### config.mk
export PLATFORM = sky130hd
export DESIGN_NAME = display_link_failure_watchdog
export DESIGN_NICKNAME = d
export VERILOG_FILES = /design/src/rtl/core/dlfw_pkg.sv /design/src/rtl/core/display_link_failure_watchdog.sv
export VERILOG_INCLUDE_DIRS = /design/src /design/src/rtl/core
export SDC_FILE = /design/constraint.sdc
export NUM_CORES = 1
export LEC_CHECK = 0
export BUFFER_PORTS_ARGS = -buffer_cell sky130_fd_sc_hd__buf_2
export CORE_UTILIZATION = 50
export DETAILED_ROUTE_END_ITERATION = 12
export HOLD_SLACK_MARGIN = 0.15
export PLACE_DENSITY = 0.7
export SETUP_SLACK_MARGIN = 0.3
export SLEW_MARGIN = 15
export SYNTH_ARGS = -nofsm -noshare
export SYNTH_HDL_FRONTEND = slang
export SYNTH_SLANG_ARGS = --single-unit
### constraint.sdc
create_clock -name clk -period 12.4 [get_ports clk]
set_input_delay 2.48 -clock clk [delete_from_list [all_inputs] [get_ports clk]]
set_output_delay 2.48 -clock clk [all_outputs]
set_load 0.02 [all_outputs]
### src/rtl/core/display_link_failure_watchdog_assert.svh
// assertion macros for the display link failure watchdog
`ifndef DISPLAY_LINK_FAILURE_WATCHDOG_ASSERT_SVH
`define DISPLAY_LINK_FAILURE_WATCHDOG_ASSERT_SVH
`ifndef SYNTHESIS
`define DLFW_ASSERT_NOW(label, clk, rst_n, ante, cons) \
	label: assert property (@(posedge clk) disable iff (!rst_n) (ante) |-> (cons)) \
		else $error("watchdog check failed");
`define DLFW_ASSERT_NEXT(label, clk, rst_n, ante, cons) \
	label: assert property (@(posedge clk) disable iff (!rst_n) (ante) |=> (cons)) \
		else $error("watchdog check failed");
`else
`define DLFW_ASSERT_NOW(label, clk, rst_n, ante, cons)
`define DLFW_ASSERT_NEXT(label, clk, rst_n, ante, cons)
`endif
`endif

### src/rtl/core/dlfw_pkg.sv
// types and constants of the display link failure watchdog
`default_nettype none
package dlfw_pkg;

	localparam int CFG_IDX_BITS  = 4;
	localparam int CFG_DATA_BITS = 16;
	localparam int FEAT_BITS     = 4;
	localparam int WIN_BITS      = 16;
	localparam int FIELD_BITS    = 32;

	localparam logic [CFG_IDX_BITS-1:0] CFG_FEATURES  = 4'd0;
	localparam logic [CFG_IDX_BITS-1:0] CFG_FAIL_WIN  = 4'd1;
	localparam logic [CFG_IDX_BITS-1:0] CFG_COOLDOWN  = 4'd2;
	localparam logic [CFG_IDX_BITS-1:0] CFG_CLEAR_GAP = 4'd3;

	localparam logic [WIN_BITS-1:0] FAIL_WIN_RST  = 16'd3000;
	localparam logic [WIN_BITS-1:0] COOLDOWN_RST  = 16'd20000;
	localparam logic [WIN_BITS-1:0] CLEAR_GAP_RST = 16'd750;

	// feature bit positions
	localparam int FEAT_DISPLAY = 0;
	localparam int FEAT_CAN     = 1;
	localparam int FEAT_KLINE   = 2;
	localparam int FEAT_OVERLAY = 3;

	typedef struct packed {
		logic boot_ready;
		logic ignition_on;
		logic display_disabled;
		logic menu_open;
		logic can_connected;
		logic kline_connected;
		logic overlay_shown;
	} link_status_t;

endpackage
`default_nettype wire

### src/rtl/core/display_link_failure_watchdog.sv
// display link failure watchdog: error streak tracking and restart request
//
// Usage: one request on the input channel per render cycle, carrying the
// millisecond timestamp, the running transfer-error count and the link status
// bits. Each request yields exactly one result on the output channel:
// restart_request (one result wide pulse), streak_active and cycle_errored.
// An accepted request passes through one input register; the streak logic then
// writes the result register and the watchdog state in the same cycle.
// Throughput is one request per clock while results are taken; the limit is the
// single state update per request (three wrapping subtracts and compares).
// The configuration channel (cfg_index, cfg_data) is always ready; write only
// while no request is in flight. Unknown indexes are dropped.
// Reset clears the streak state, the error count history and loads the
// default fail window, cooldown and clear gap; no display card is fitted.
// When the receiver stalls, the result register holds and the input register
// fills; in_ready then drops until the result is taken.
`default_nettype none
`include "display_link_failure_watchdog_assert.svh"
module display_link_failure_watchdog #(
	parameter int TIME_BITS = 32
) (
	input  wire logic clk,
	input  wire logic arst_n,
	input  wire logic in_valid,
	output logic      in_ready,
	input  wire logic [dlfw_pkg::FIELD_BITS-1:0] now_ms,
	input  wire logic [dlfw_pkg::FIELD_BITS-1:0] error_count,
	input  wire logic boot_ready,
	input  wire logic ignition_on,
	input  wire logic display_disabled,
	input  wire logic menu_open,
	input  wire logic can_connected,
	input  wire logic kline_connected,
	input  wire logic overlay_shown,
	output logic      out_valid,
	input  wire logic out_ready,
	output logic      restart_request,
	output logic      streak_active,
	output logic      cycle_errored,
	input  wire logic cfg_valid,
	output logic      cfg_ready,
	input  wire logic [dlfw_pkg::CFG_IDX_BITS-1:0]  cfg_index,
	input  wire logic [dlfw_pkg::CFG_DATA_BITS-1:0] cfg_data
);

	// configuration
	logic [dlfw_pkg::FEAT_BITS-1:0] features_q;
	logic [dlfw_pkg::WIN_BITS-1:0]  fail_win_q;
	logic [dlfw_pkg::WIN_BITS-1:0]  cooldown_q;
	logic [dlfw_pkg::WIN_BITS-1:0]  clear_gap_q;

	// input stage
	logic                            valid_s1;
	logic [TIME_BITS-1:0]            now_s1;
	logic [dlfw_pkg::FIELD_BITS-1:0] errs_s1;
	dlfw_pkg::link_status_t          link_s1;

	// watchdog state
	logic [dlfw_pkg::FIELD_BITS-1:0] prev_errs_q;
	logic                            streak_q;
	logic [TIME_BITS-1:0]            streak_start_q;
	logic [TIME_BITS-1:0]            last_err_q;
	logic [TIME_BITS-1:0]            last_restart_q;

	// result register
	logic out_valid_q;
	logic restart_q;
	logic active_q;
	logic errored_q;

	logic                 adv;
	logic                 errored;
	logic                 src_ok;
	logic                 expecting;
	logic [TIME_BITS-1:0] since_start;
	logic [TIME_BITS-1:0] since_err;
	logic [TIME_BITS-1:0] since_restart;
	logic                 win_done;
	logic                 cool_done;
	logic                 gap_done;
	logic                 restart_nx;
	logic                 streak_nx;

	assign adv       = valid_s1 && (!out_valid_q || out_ready);
	assign in_ready  = !valid_s1 || adv;
	assign cfg_ready = 1'b1;

	assign out_valid       = out_valid_q;
	assign restart_request = restart_q;
	assign streak_active   = active_q;
	assign cycle_errored   = errored_q;

	always_ff @(posedge clk or negedge arst_n) begin
		if (!arst_n) begin
			features_q  <= '0;
			fail_win_q  <= dlfw_pkg::FAIL_WIN_RST;
			cooldown_q  <= dlfw_pkg::COOLDOWN_RST;
			clear_gap_q <= dlfw_pkg::CLEAR_GAP_RST;
		end else if (cfg_valid && cfg_ready) begin
			unique case (cfg_index)
				dlfw_pkg::CFG_FEATURES:  features_q  <= cfg_data[dlfw_pkg::FEAT_BITS-1:0];
				dlfw_pkg::CFG_FAIL_WIN:  fail_win_q  <= cfg_data;
				dlfw_pkg::CFG_COOLDOWN:  cooldown_q  <= cfg_data;
				dlfw_pkg::CFG_CLEAR_GAP: clear_gap_q <= cfg_data;
				default: ;
			endcase
		end
	end

	always_ff @(posedge clk or negedge arst_n) begin
		if (!arst_n) begin
			valid_s1 <= 1'b0;
		end else if (in_ready) begin
			valid_s1 <= in_valid;
		end
	end

	always_ff @(posedge clk) begin
		if (in_valid && in_ready) begin
			// time base is truncated or zero-extended to the counter width
			now_s1  <= TIME_BITS'(now_ms);
			errs_s1 <= error_count;
			link_s1 <= '{boot_ready, ignition_on, display_disabled, menu_open,
				can_connected, kline_connected, overlay_shown};
		end
	end

	assign errored = errs_s1 != prev_errs_q;

	assign src_ok = (features_q[dlfw_pkg::FEAT_CAN] && link_s1.can_connected) ||
		(features_q[dlfw_pkg::FEAT_KLINE] && link_s1.kline_connected) ||
		(features_q[dlfw_pkg::FEAT_OVERLAY] && link_s1.overlay_shown);
	assign expecting = features_q[dlfw_pkg::FEAT_DISPLAY] && link_s1.boot_ready &&
		link_s1.ignition_on && !link_s1.display_disabled && !link_s1.menu_open && src_ok;

	// wrapping differences
	assign since_start   = now_s1 - streak_start_q;
	assign since_err     = now_s1 - last_err_q;
	assign since_restart = now_s1 - last_restart_q;

	assign win_done  = since_start >= TIME_BITS'(fail_win_q);
	assign cool_done = since_restart >= TIME_BITS'(cooldown_q);
	assign gap_done  = since_err >= TIME_BITS'(clear_gap_q);

	always_comb begin
		restart_nx = 1'b0;
		streak_nx  = streak_q;
		if (!expecting) begin
			streak_nx = 1'b0;
		end else if (errored) begin
			if (!streak_q) begin
				streak_nx = 1'b1;
			end else if (win_done && cool_done) begin
				restart_nx = 1'b1;
				streak_nx  = 1'b0;
			end
		end else if (streak_q && gap_done) begin
			streak_nx = 1'b0;
		end
	end

	always_ff @(posedge clk or negedge arst_n) begin
		if (!arst_n) begin
			prev_errs_q    <= '0;
			streak_q       <= 1'b0;
			streak_start_q <= '0;
			last_err_q     <= '0;
			last_restart_q <= '0;
		end else if (adv) begin
			prev_errs_q <= errs_s1;
			streak_q    <= streak_nx;
			if (expecting && errored) begin
				last_err_q <= now_s1;
				if (!streak_q) begin
					streak_start_q <= now_s1;
				end
			end
			if (restart_nx) begin
				last_restart_q <= now_s1;
			end
		end
	end

	always_ff @(posedge clk or negedge arst_n) begin
		if (!arst_n) begin
			out_valid_q <= 1'b0;
		end else if (adv) begin
			out_valid_q <= 1'b1;
		end else if (out_ready) begin
			out_valid_q <= 1'b0;
		end
	end

	always_ff @(posedge clk) begin
		if (adv) begin
			restart_q <= restart_nx;
			active_q  <= streak_nx;
			errored_q <= errored;
		end
	end

	// a restart always ends the streak and comes from an errored cycle
	`DLFW_ASSERT_NOW(a_restart_ends_streak, clk, arst_n, out_valid_q && restart_q, !active_q && errored_q)
	// a stalled input stage keeps its request
	`DLFW_ASSERT_NEXT(a_s1_holds, clk, arst_n, valid_s1 && !adv, valid_s1)
	// restart time only moves together with a restart result
	`DLFW_ASSERT_NOW(a_restart_time, clk, arst_n, !$stable(last_restart_q), out_valid_q && restart_q)
	// streak state mirrors the last result
	`DLFW_ASSERT_NOW(a_streak_mirror, clk, arst_n, out_valid_q, active_q == streak_q)

endmodule
`default_nettype wire

==> results of run 1 <==
## report_power, final
| group | leakage (nW) | internal (mW) | total [mW] | switching (mW) |
|---|---|---|---|---|
| clock | 0.405 | 0.415 | 0.762 | 0.346 |
| combinational | 5.00 | 0.385 | 0.909 | 0.524 |
| sequential | 2.78 | 0.999 | 1.06 | 0.0639 |
| total | 8.19 | 1.80 | 2.73 | 0.934 |
## cells by family (layout without fill, tap and decap cells)
kind of cell | after synthesis | after routing | share of synthesized area, %
AOI/OAI and AO/OA | 449 | 449 | 17.2
and+or+nand+nor | 444 | 444 | 12.9
DFF | 257 | 257 | 40.6
buffers and inverters | 216 | 316 | 5.20
adders and majority gates | 144 | 144 | 10.9
muxes | 113 | 113 | 8.18
xor gates and xnor gates | 98 | 98 | 5.11
other | 1 | 2 | 0.0223
## registers in the layout, indices dropped and copies added (netlist names), 32 cells and up
signal,count
prev_errs_q,32
now_s1,32
errs_s1,32
last_restart_q,32
streak_start_q,32
last_err_q,32
## area by class of cell
type                            count  share of cell area (%)
Multi-Input combinational cell   1249                    49.3
Sequential cell                   257                    36.9
Clock buffer                       32                    3.87
Inverter                          158                    3.21
Timing Repair Buffer              106                    3.00
Tap cell                          442                    2.99
Clock inverter                     20                   0.643
Antenna cell                        1                  0.0135
## per-layer routing
metal	wire, µm	share of wire (%)	global-route usage (%)
met2	19200	46	41.5
met4	1360	3.2	8.53
met3	2380	5.6	3.56
met1	19200	45	34.2
met5	16	0.038	0
## path summary, 6_finish.rpt
| check | slack, ns | endpoint | depth (start not counted) |
|---|---|---|---|
| hold reg to reg | 0.48 | out_valid$_DFFE_PN0P_ | 1 |
| hold / removal | 0.48 | out_valid$_DFFE_PN0P_ | 1 |
| min in group asynchronous | 2.04 | cooldown_q[7]$_DFFE_PN0P_ | 1 |
| setup / recovery | 6.70 | last_restart_q[0]$_DFFE_PN0P_ | 19 |
| setup reg to reg | 6.70 | last_restart_q[0]$_DFFE_PN0P_ | 19 |
| max in group asynchronous | 8.79 | last_err_q[12]$_DFFE_PN0P_ | 2 |
## synth_stat cells, drive strengths merged, types with 6 or more instances
cell / number
nand2: 173
dfrtp: 164
inv: 158
o21ai: 150
ha: 141
a21oi: 120
mux2: 107
nor2: 82
edfxtp: 74
xnor2: 74
clkbuf: 38
nand4: 38
a21o: 32
nand2b: 25
xor2: 24
a211oi: 21
nand3: 21
buf: 20
o211ai: 20
dfstp: 19
nor3: 19
o21a: 17
and3: 13
and2: 12
nor2b: 12
nor4: 11
o21bai: 9
a2111oi: 8
a31oi: 8
and4: 8
or3: 7
a311oi: 6
mux2i: 6
o31ai: 6
## through the flow
| stage | instances | setup slack (ns) | area [µm²] | hold WS [ns] | power [mW] |
|---|---|---|---|---|---|
| floorplan | 1722 | 7.16 | 16800 | 0.450 | 1.74 |
| global placement | 2212 | 6.96 | 17600 | 0.468 | 1.95 |
| detailed placement | 2212 | 6.76 | 17600 | 0.481 | 1.97 |
| CTS | 2264 | 6.72 | 18500 | 0.492 | 2.75 |
| global route | 2264 | 6.41 | 18500 | 0.519 | 2.92 |
| finish | 2265 | 6.70 | 18500 | 0.484 | 2.73 |
## worst max-delay path, cell delays in order (launching register included)
cell,delay (ns)
edfxtp_1,0.54
inv_1,0.22
fa_1,0.51
nor2b_1,0.18
o2111ai_1,0.24
a21oi_1,0.34
nor3_1,0.12
xnor2_1,0.14
ha_1,0.32
a21oi_1,0.15
nand2_1,0.08
a221oi_1,0.31
o211ai_1,0.13
or4_1,0.50
a2111oi_2,0.24
and4b_1,0.25
a41oi_2,0.22
o311ai_4,0.12
buf_4,0.53
mux2_2,0.40
==> impl_metrics.tcl, run 1 <==
set metrics [dict create \
    n_fill_cell 2927 \
    synth_edf_count 74 \
    period_minus_slack_ns 5.70 \
    multi_input_area_um2 9120 \
    crit_arrival_ns 6.14 \
    clock-root-buffer "clkbuf_16" \
    critical_path_peak_fanout 32 \
    ys.flop_type "dfrtp_1" \
    setup_tns_ns 0 \
    leakage_nw 8.19 \
    path_clk_slew_ns 0.06 \
    power.density_nw_per_um2 148 \
    ys_seq_area_share_pct 40.6 \
    hp-class "flip-flop to flip-flop" \
    final-max-slew-violation-count 0 \
    critical_path_class "flip-flop to flip-flop" \
    synth_top_area_cell "dfrtp_1" \
    synthTopCellsByArea "dfrtp_1, edfxtp_1, ha_1" \
    area_growth_pct 9.99 \
    grt_pass1_wl_um 68100 \
    hp-start "valid_s1$_DFFE_PN0N_" \
    finalSetupViolations 0 \
    wl_um 42200 \
    cts.sinks 257 \
    async_flop_share_pct 71.2 \
    port_buffers 100 \
    hold_buffers 0 \
    synth_cell_types 92 \
    startpoint "now_s1[1]$_DFFE_PP_" \
    wl_per_cell_um 18.6 \
    finalHoldViolCount 0 \
    initial_utilization_pct 51.2 \
    worst_pin_slew_ns 1.05 \
    clk_latency_ns 0.56 \
    grt_max_degree 112 \
    postCtsSetupRepairBufs 0 \
    cts_tree "done" \
    finalNetCount 2040 \
    max-slew-margin-rel_pct 29.8 \
    gr-usage-all-layers_pct 25.3 \
    vdd_drop_max_v 0.000123 \
    die_height_um 185 \
    regArea_um2 6830 \
    r2r_start "now_s1[1]$_DFFE_PP_" \
    ctsResizeCount 0 \
    layout-drive-gt1-share_pct 17.2 \
    gp_congestion 0.929 \
    chipWidth_um 185 \
    fmaxAchievable_mhz 175 \
    fp-row-count 66 \
    routed_via_density 5.77 \
    route.detailed.drc 0 \
    die_area_um2 34300 \
    syn_avg_cell_area_um2 9.76 \
    maxCapViolations 0 \
    cts_max_path_buffers 3 \
    hpwl_um 32500 \
    ys_ff_latch 257 \
    drt_iter0_markers 1005 \
    synthDominantCellAreaShare_pct 24.4 \
    worstPathRequired_ns 12.84 \
    postRouteAntennaNets 0 \
    min_period_over_period_pct 46.0 \
    fin_util_pct 56.4 \
    fin_skew_ns 0.0245 \
    final_common_cell "nand2_1" \
    status "finished, final reports clean" \
    dr.pass1.iters 7 \
    rsz0062_at_grt "no" \
    yosysWarnings 0 \
    cts_buffers 28 \
    syn-num-nets 1962 \
    synth_cells 1722 \
    htreeDepth 1 \
    io_pins 102 \
    grt_antenna_before_repair 3 \
    critPathLaunchType "flip-flop" \
    grt-ovfl-total 0 \
    crit_path_end_kind "flip-flop" \
    num_vias 13100 \
    core_um2 32800 \
    synth_area_um2 16800 \
    grt_pass1_vias 13100 \
    final_cell_mix "nand2_1, dfrtp_1, inv_1" \
]
No activity file was read; power rests on OpenSTA's default activity.
==> run 2: changes to the inputs <==
==> constraint.sdc (replaced) <==
create_clock -name clk -period 5.6 [get_ports clk]
set_input_delay 1.12 -clock clk [delete_from_list [all_inputs] [get_ports clk]]
set_output_delay 1.12 -clock clk [all_outputs]
set_load 0.02 [all_outputs]
==> run 2 against run 1 <==
Setup slack got worse by 6.3 ns. Non-clock buffer count is 32 higher. Sequential share of layout area is 1.1 points lower. Total power grew 130%. Global-route usage grew 0.10 points. Final cell count up 1.5%. Largest power group unchanged. Clock skew grew 0.0080 ns. Clock power increased by 150%. Utilization rose by 1.7 points. Worst hold slack gained 0.0046 ns. Routed wire length grew 2.9%.
==> impl_metrics.tcl, run 2 (same netlist as run 1, synthesis figures left out) <==
set metrics [dict create \
    hp-start "last_err_q[1]$_DFFE_PN0P_" \
    gr-usage-all-layers_pct 25.4 \
    route.detailed.drc 0 \
    maxCapViolations 0 \
    setup_ws_ns 0.431 \
    final_cell_mix "nand2_1, dfrtp_1, inv_1" \
    cts_max_path_buffers 3 \
    die_area_um2 34300 \
    layout-drive-gt1-share_pct 19.9 \
    max-slew-margin-rel_pct 22.3 \
    ff2ff_setup_slack_ns 0.43 \
    final_area_um2 19000 \
    place_area_um2 17700 \
    num_vias 13400 \
    final-max-slew-violation-count 0 \
    port_buffers 100 \
    worstPathRequired_ns 6.04 \
    cp_slowest_cell "edfxtp_1" \
    drt_iter0_markers 1108 \
    wl_um 43400 \
    vdd_drop_max_v 0.000306 \
    ff2ff_path_depth 20 \
    cts.sinks 257 \
    wl_per_cell_um 18.9 \
    hold-path-cell-count 2 \
    gp_congestion 0.963 \
    grt_antenna_before_repair 1 \
    crit_path_end_kind "flip-flop" \
    initial_utilization_pct 51.2 \
    grt_max_degree 96 \
    fin_util_pct 58.0 \
    power.density_nw_per_um2 332 \
    final_common_cell "nand2_1" \
    finalSetupViolations 0 \
    min_period_over_period_pct 92.3 \
    hold_ws_ns 0.489 \
    reg2reg_to "last_restart_q[31]$_DFFE_PN0P_" \
    area_growth_pct 13.2 \
    routed_via_density 5.81 \
    status "finished, final reports clean" \
    io_pins 102 \
    power_mw 6.32 \
    setup_tns_ns 0 \
    clk_latency_ns 0.57 \
    clock-root-buffer "clkbuf_16" \
    worst_pin_slew_ns 1.16 \
    rsz0062_at_grt "yes" \
    dr.pass1.iters 6 \
    holdPathEnd "last_err_q[1]$_DFFE_PN0P_" \
    htreeDepth 1 \
    critPathLaunchType "flip-flop" \
    period_minus_slack_ns 5.17 \
    chipWidth_um 185 \
    cts_tree "done" \
    fin_skew_ns 0.0326 \
    r2r_start "now_s1[4]$_DFFE_PP_" \
    hpwl_um 32800 \
    dpl.cell_count 2218 \
    core_um2 32800 \
    critical_path_peak_fanout 8 \
    finalNetCount 2073 \
    critPathMaxStageDelay_ns 0.51 \
    fmaxAchievable_mhz 193 \
    die_height_um 185 \
    grt-ovfl-total 0 \
    crit_chain "ha_4 > o211ai_1 > a21oi_2 > o21ai_1 > a21o_1 > o21bai_1 > a21oi_1 > xnor2_1 > ha_1 > and4_1 > a221o_1 > a2111oi_2 > o2111ai_1 > or3_1 > nor4_2 > nand3_1 > o311ai_4 > buf_6 > clkbuf_16 > mux2_2" \
    hp-class "flip-flop to flip-flop" \
    grt_pass1_vias 12900 \
    crit_arrival_ns 5.61 \
    place_ws_ns 0.381 \
    fp-row-count 66 \
    critical_path_class "flip-flop to flip-flop" \
    path_clk_slew_ns 0.06 \
    leakage_nw 8.42 \
    cts_buffers 29 \
    finalHoldViolCount 0 \
    final_cells 2299 \
    grt_pass1_wl_um 68200 \
    postRouteAntennaNets 0 \
]
-- run 2: cell count changes in the layout (fill, tap and decap cells not counted), moves of 4 or more --
cell      before  now
ha_2           0    4
o21ai_0      147  143
buf_4          6   34
ha_4           0    5
ha_1         141  132
a21oi_1      116  108
a21oi_2        4   11
clkinv_2       9    5
-- run 2: worst max-delay path by stage --
stage,start,endpoint,slack [ns],cells after the start
floorplan,now_s1[6]$_DFFE_PP_,last_restart_q[10]$_DFFE_PN0P_,0.86,19
global placement,now_s1[6]$_DFFE_PP_,last_restart_q[0]$_DFFE_PN0P_,0.43,19
detailed placement,now_s1[4]$_DFFE_PP_,last_restart_q[31]$_DFFE_PN0P_,0.38,19
CTS,now_s1[4]$_DFFE_PP_,last_restart_q[31]$_DFFE_PN0P_,0.32,19
global route,now_s1[3]$_DFFE_PP_,last_restart_q[31]$_DFFE_PN0P_,0.24,20
finish,now_s1[4]$_DFFE_PP_,last_restart_q[31]$_DFFE_PN0P_,0.43,20
-- run 2: repair_timing --
action                                  in CTS  in global routing
endpoints found under the setup margin       0                 35
buffers inserted                             0                 24
hold buffers                                 0                  0
gates resized for setup                      0                 36
-- run 2: per-layer routing --
| metal | wire (µm) | GRT usage, % | vias up |
|---|---|---|---|
| met3 | 2190 | 3.40 | 86 |
| met1 | 19700 | 34.6 | 6474 |
| met5 | 12 | 0 | - |
| met2 | 20300 | 42.4 | 391 |
| met4 | 1200 | 6.45 | 2 |
| li1 | - | - | 6405 |
-- run 2: worst max-delay path: cells and delay by family (launching register included) --
kind,cells,cell delay [ns]
AOI/OAI and AO/OA,10,2.06
xor gates and xnor gates,1,0.15
adders and majority gates,2,0.68
buffers and inverters,2,0.35
DFF,1,0.51
muxes,1,0.34
and+or+nand+nor,4,0.95
-- run 2: cell type report --
class | instances | area (µm²)
diodes | 1 | 2.50
clock buffers | 39 | 793
clock inverters | 15 | 150
fillers | 2837 | 13800
inverters | 158 | 593
multi-input cells | 1249 | 9270
flip-flops and latches | 257 | 6830
well taps | 442 | 553
repair buffers | 138 | 832
-- run 2: power breakdown --
| part | internal [mW] | leakage (nW) | total, mW | switching, mW |
|---|---|---|---|---|
| Sequential | 2.21 | 2.78 | 2.36 | 0.142 |
| Clock | 1.09 | 0.463 | 1.88 | 0.790 |
| Combinational | 0.890 | 5.17 | 2.08 | 1.19 |
==> run 3: changes to the inputs <==
--- a/config.mk
+++ b/config.mk
@@ -10,6 +10,7 @@
 export CORE_UTILIZATION = 50
 export DETAILED_ROUTE_END_ITERATION = 12
 export HOLD_SLACK_MARGIN = 0.15
+export MAX_ROUTING_LAYER = met4
 export PLACE_DENSITY = 0.7
 export SETUP_SLACK_MARGIN = 0.3
 export SLEW_MARGIN = 15
==> constraint.sdc (replaced) <==
create_clock -name clk -period 5.29 [get_ports clk]
set_input_delay 1.058 -clock clk [delete_from_list [all_inputs] [get_ports clk]]
set_output_delay 1.058 -clock clk [all_outputs]
set_load 0.02 [all_outputs]
==> run 3 against run 2 <==
First-iteration DRC count is 19% lower. Worst hold slack better by 0.015 ns. Setup slack worse by 0.17 ns. Sequential share of layout area down 0.77 points. Register-to-register slack lost 0.17 ns. Highest routed layer is now met4. Routed wire length up 1.5%. Critical path depth up 2. Via count is 0.55% higher. Sequential power increased by 5%.
==> impl_metrics.tcl, run 3 (same netlist as run 1, synthesis figures left out) <==
set metrics [dict create \
    status "finished, final reports clean" \
    netSwitchingFraction_pct 33.0 \
    fin_skew_ns 0.0285 \
    final_common_cell "nand2_1" \
    wl_per_cell_um 19.0 \
    startpoint "now_s1[1]$_DFFE_PP_" \
    final_cell_mix "nand2_1, dfrtp_1, inv_1" \
    grt_pass1_vias 12900 \
    cts_max_path_buffers 3 \
    finalSetupViolations 0 \
    critical_path_peak_fanout 8 \
    clockPowerShare_pct 29.7 \
    reg2reg_to "last_restart_q[4]$_DFFE_PN0P_" \
    core_um2 32800 \
    clock-root-buffer "clkbuf_16" \
    grt_max_degree 97 \
    cts.sinks 257 \
    p_switching_mw 2.24 \
    period_minus_slack_ns 5.03 \
    crit_arrival_ns 5.48 \
    seqPwrFrac_pct 36.5 \
    power_frac_comb_pct 33.7 \
    io_pins 102 \
    die_area_um2 34300 \
    cts_tree "done" \
    clk_latency_ns 0.57 \
    critPathMaxStageDelay_ns 0.47 \
    worst-path-stages 22 \
    chipWidth_um 185 \
    fmaxAchievable_mhz 199 \
    grt_antenna_before_repair 3 \
    num_vias 13400 \
    final-max-slew-violation-count 0 \
    path_clk_slew_ns 0.06 \
    dr.pass1.iters 6 \
    routed_via_density 5.79 \
    intPower_mw 4.55 \
    gp_congestion 0.955 \
    rsz0062_at_grt "yes" \
    r2r_start "now_s1[1]$_DFFE_PP_" \
    ff2ff_setup_slack_ns 0.26 \
    htreeDepth 1 \
    hpwl_um 33500 \
    port_buffers 100 \
    cp_slowest_cell "edfxtp_1" \
    critical_path.top_delay_family "compound AO/OA/AOI/OAI gates" \
    postRouteAntennaNets 0 \
    layout-drive-gt1-share_pct 22.5 \
    fp-row-count 66 \
    place_ws_ns 0.0655 \
    maxCapViolations 0 \
    gr-usage-all-layers_pct 26.5 \
    crit_path_end_kind "flip-flop" \
    cts_buffers 27 \
    area_growth_pct 15.7 \
    grt_pass1_wl_um 68400 \
    wl_um 44000 \
    crit_chain "buf_6 > ha_1 > nor2b_4 > o2111a_2 > o211a_1 > o21ba_4 > nor2_2 > xnor2_1 > ha_1 > nand3_2 > nand2_2 > a221oi_2 > o211ai_1 > or4_1 > a2111oi_2 > and4b_1 > a41oi_4 > o311ai_4 > buf_6 > buf_12 > buf_12 > mux2_4" \
    worstPathRequired_ns 5.74 \
    grt-ovfl-total 0 \
    drt_iter0_markers 903 \
    hp-class "flip-flop to flip-flop" \
    power.density_nw_per_um2 349 \
    finalHoldViolCount 0 \
    critPathLaunchType "flip-flop" \
    max-slew-margin-rel_pct 34.3 \
    min_period_over_period_pct 95.0 \
    setup_tns_ns 0 \
    route.detailed.drc 0 \
    finalNetCount 2095 \
    leakage_nw 8.57 \
    setup_ws_ns 0.264 \
    critical_path_class "flip-flop to flip-flop" \
    die_height_um 185 \
    path_buf_inv 4 \
    crit_path_end "last_restart_q[4]$_DFFE_PN0P_" \
    vdd_drop_max_v 0.000305 \
    worst_pin_slew_ns 0.986 \
    ff2ff_path_depth 22 \
    initial_utilization_pct 51.2 \
]
[run 3: changes by cell type in the layout (fill, tap and decap cells not counted), moves of 3 or more]
cell	previous run	this run
ha_1	132	127
clkbuf_16	30	27
buf_6	2	5
buf_12	1	4
ha_4	5	8
inv_6	3	0
buf_4	34	52
bufinv_16	2	5
[run 3: what timing repair did]
item	4_1_cts	5_1_grt
gates resized for setup	34	50
hold buffers	0	0
setup endpoints to repair	31	35
cloned	1	0
pin swaps	16	28
setup buffers	17	18
[run 3: per-stage QoR]
stage	power, mW	instance area [µm²]	util [%]	cells	hold WS [ns]
5_1_grt	7.18	19400	59.3	2320	0.514
6_report	6.79	19400	59.3	2320	0.504
4_1_cts	6.75	19100	58.2	2300	0.505
2_1_floorplan	4.07	16800	-	1722	0.450
3_5_place_dp	4.65	17800	54.3	2232	0.490
3_3_place_gp	4.60	17800	54.3	2232	0.475
[run 3: worst min-delay path by stage]
| stage | cells past startpoint | from | endpoint |
|---|---|---|---|
| finish | 1 | valid_s1$_DFFE_PN0N_ | out_valid$_DFFE_PN0P_ |
| global route | 1 | clear_gap_q[4]$_DFFE_PN0P_ | clear_gap_q[4]$_DFFE_PN0P_ |
| CTS | 2 | last_err_q[1]$_DFFE_PN0P_ | last_err_q[1]$_DFFE_PN0P_ |
| detailed placement | 2 | last_err_q[1]$_DFFE_PN0P_ | last_err_q[1]$_DFFE_PN0P_ |
| global placement | 1 | valid_s1$_DFFE_PN0N_ | out_valid$_DFFE_PN0P_ |
| floorplan | 2 | last_err_q[1]$_DFFE_PN0P_ | last_err_q[1]$_DFFE_PN0P_ |
[run 3: worst reg2reg max path, stage by stage, from the launching register on]
cell       delay (ns)
edfxtp_1         0.47
buf_6            0.16
ha_1             0.30
nor2b_4          0.14
o2111a_2         0.31
o211a_1          0.29
o21ba_4          0.21
nor2_2           0.09
xnor2_1          0.09
ha_1             0.33
nand3_2          0.09
nand2_2          0.06
a221oi_2         0.24
o211ai_1         0.11
or4_1            0.42
a2111oi_2        0.34
and4b_1          0.28
a41oi_4          0.16
o311ai_4         0.12
buf_6            0.15
buf_12           0.12
buf_12           0.13
mux2_4           0.30
[run 3: metal layers]
metal	up-vias	GRT usage [%]	routed length (µm)
met5	-	-	0
met3	95	3.56	2320
met4	0	9.19	1550
li1	6459	-	-
met1	6493	35.5	20000
met2	384	41.3	20200
[run 3: cell type report]
| cell class | instances | area [µm²] |
|---|---|---|
| flip-flops and latches | 257 | 6830 |
| inverters | 158 | 597 |
| diodes | 2 | 5.00 |
| fillers | 2777 | 13300 |
| multi-input cells | 1249 | 9450 |
| repair buffers | 162 | 1060 |
| well taps | 442 | 553 |
| clock buffers | 35 | 736 |
| clock inverters | 15 | 214 |
[run 3: power groups by stage]
stage,Combinational [mW],Sequential [mW],Clock (mW)
finish,2.29,2.48,2.02
global route,2.53,2.51,2.13
CTS,2.21,2.48,2.06
detailed placement,2.14,2.52,0
global placement,2.09,2.50,0
floorplan,1.60,2.48,0
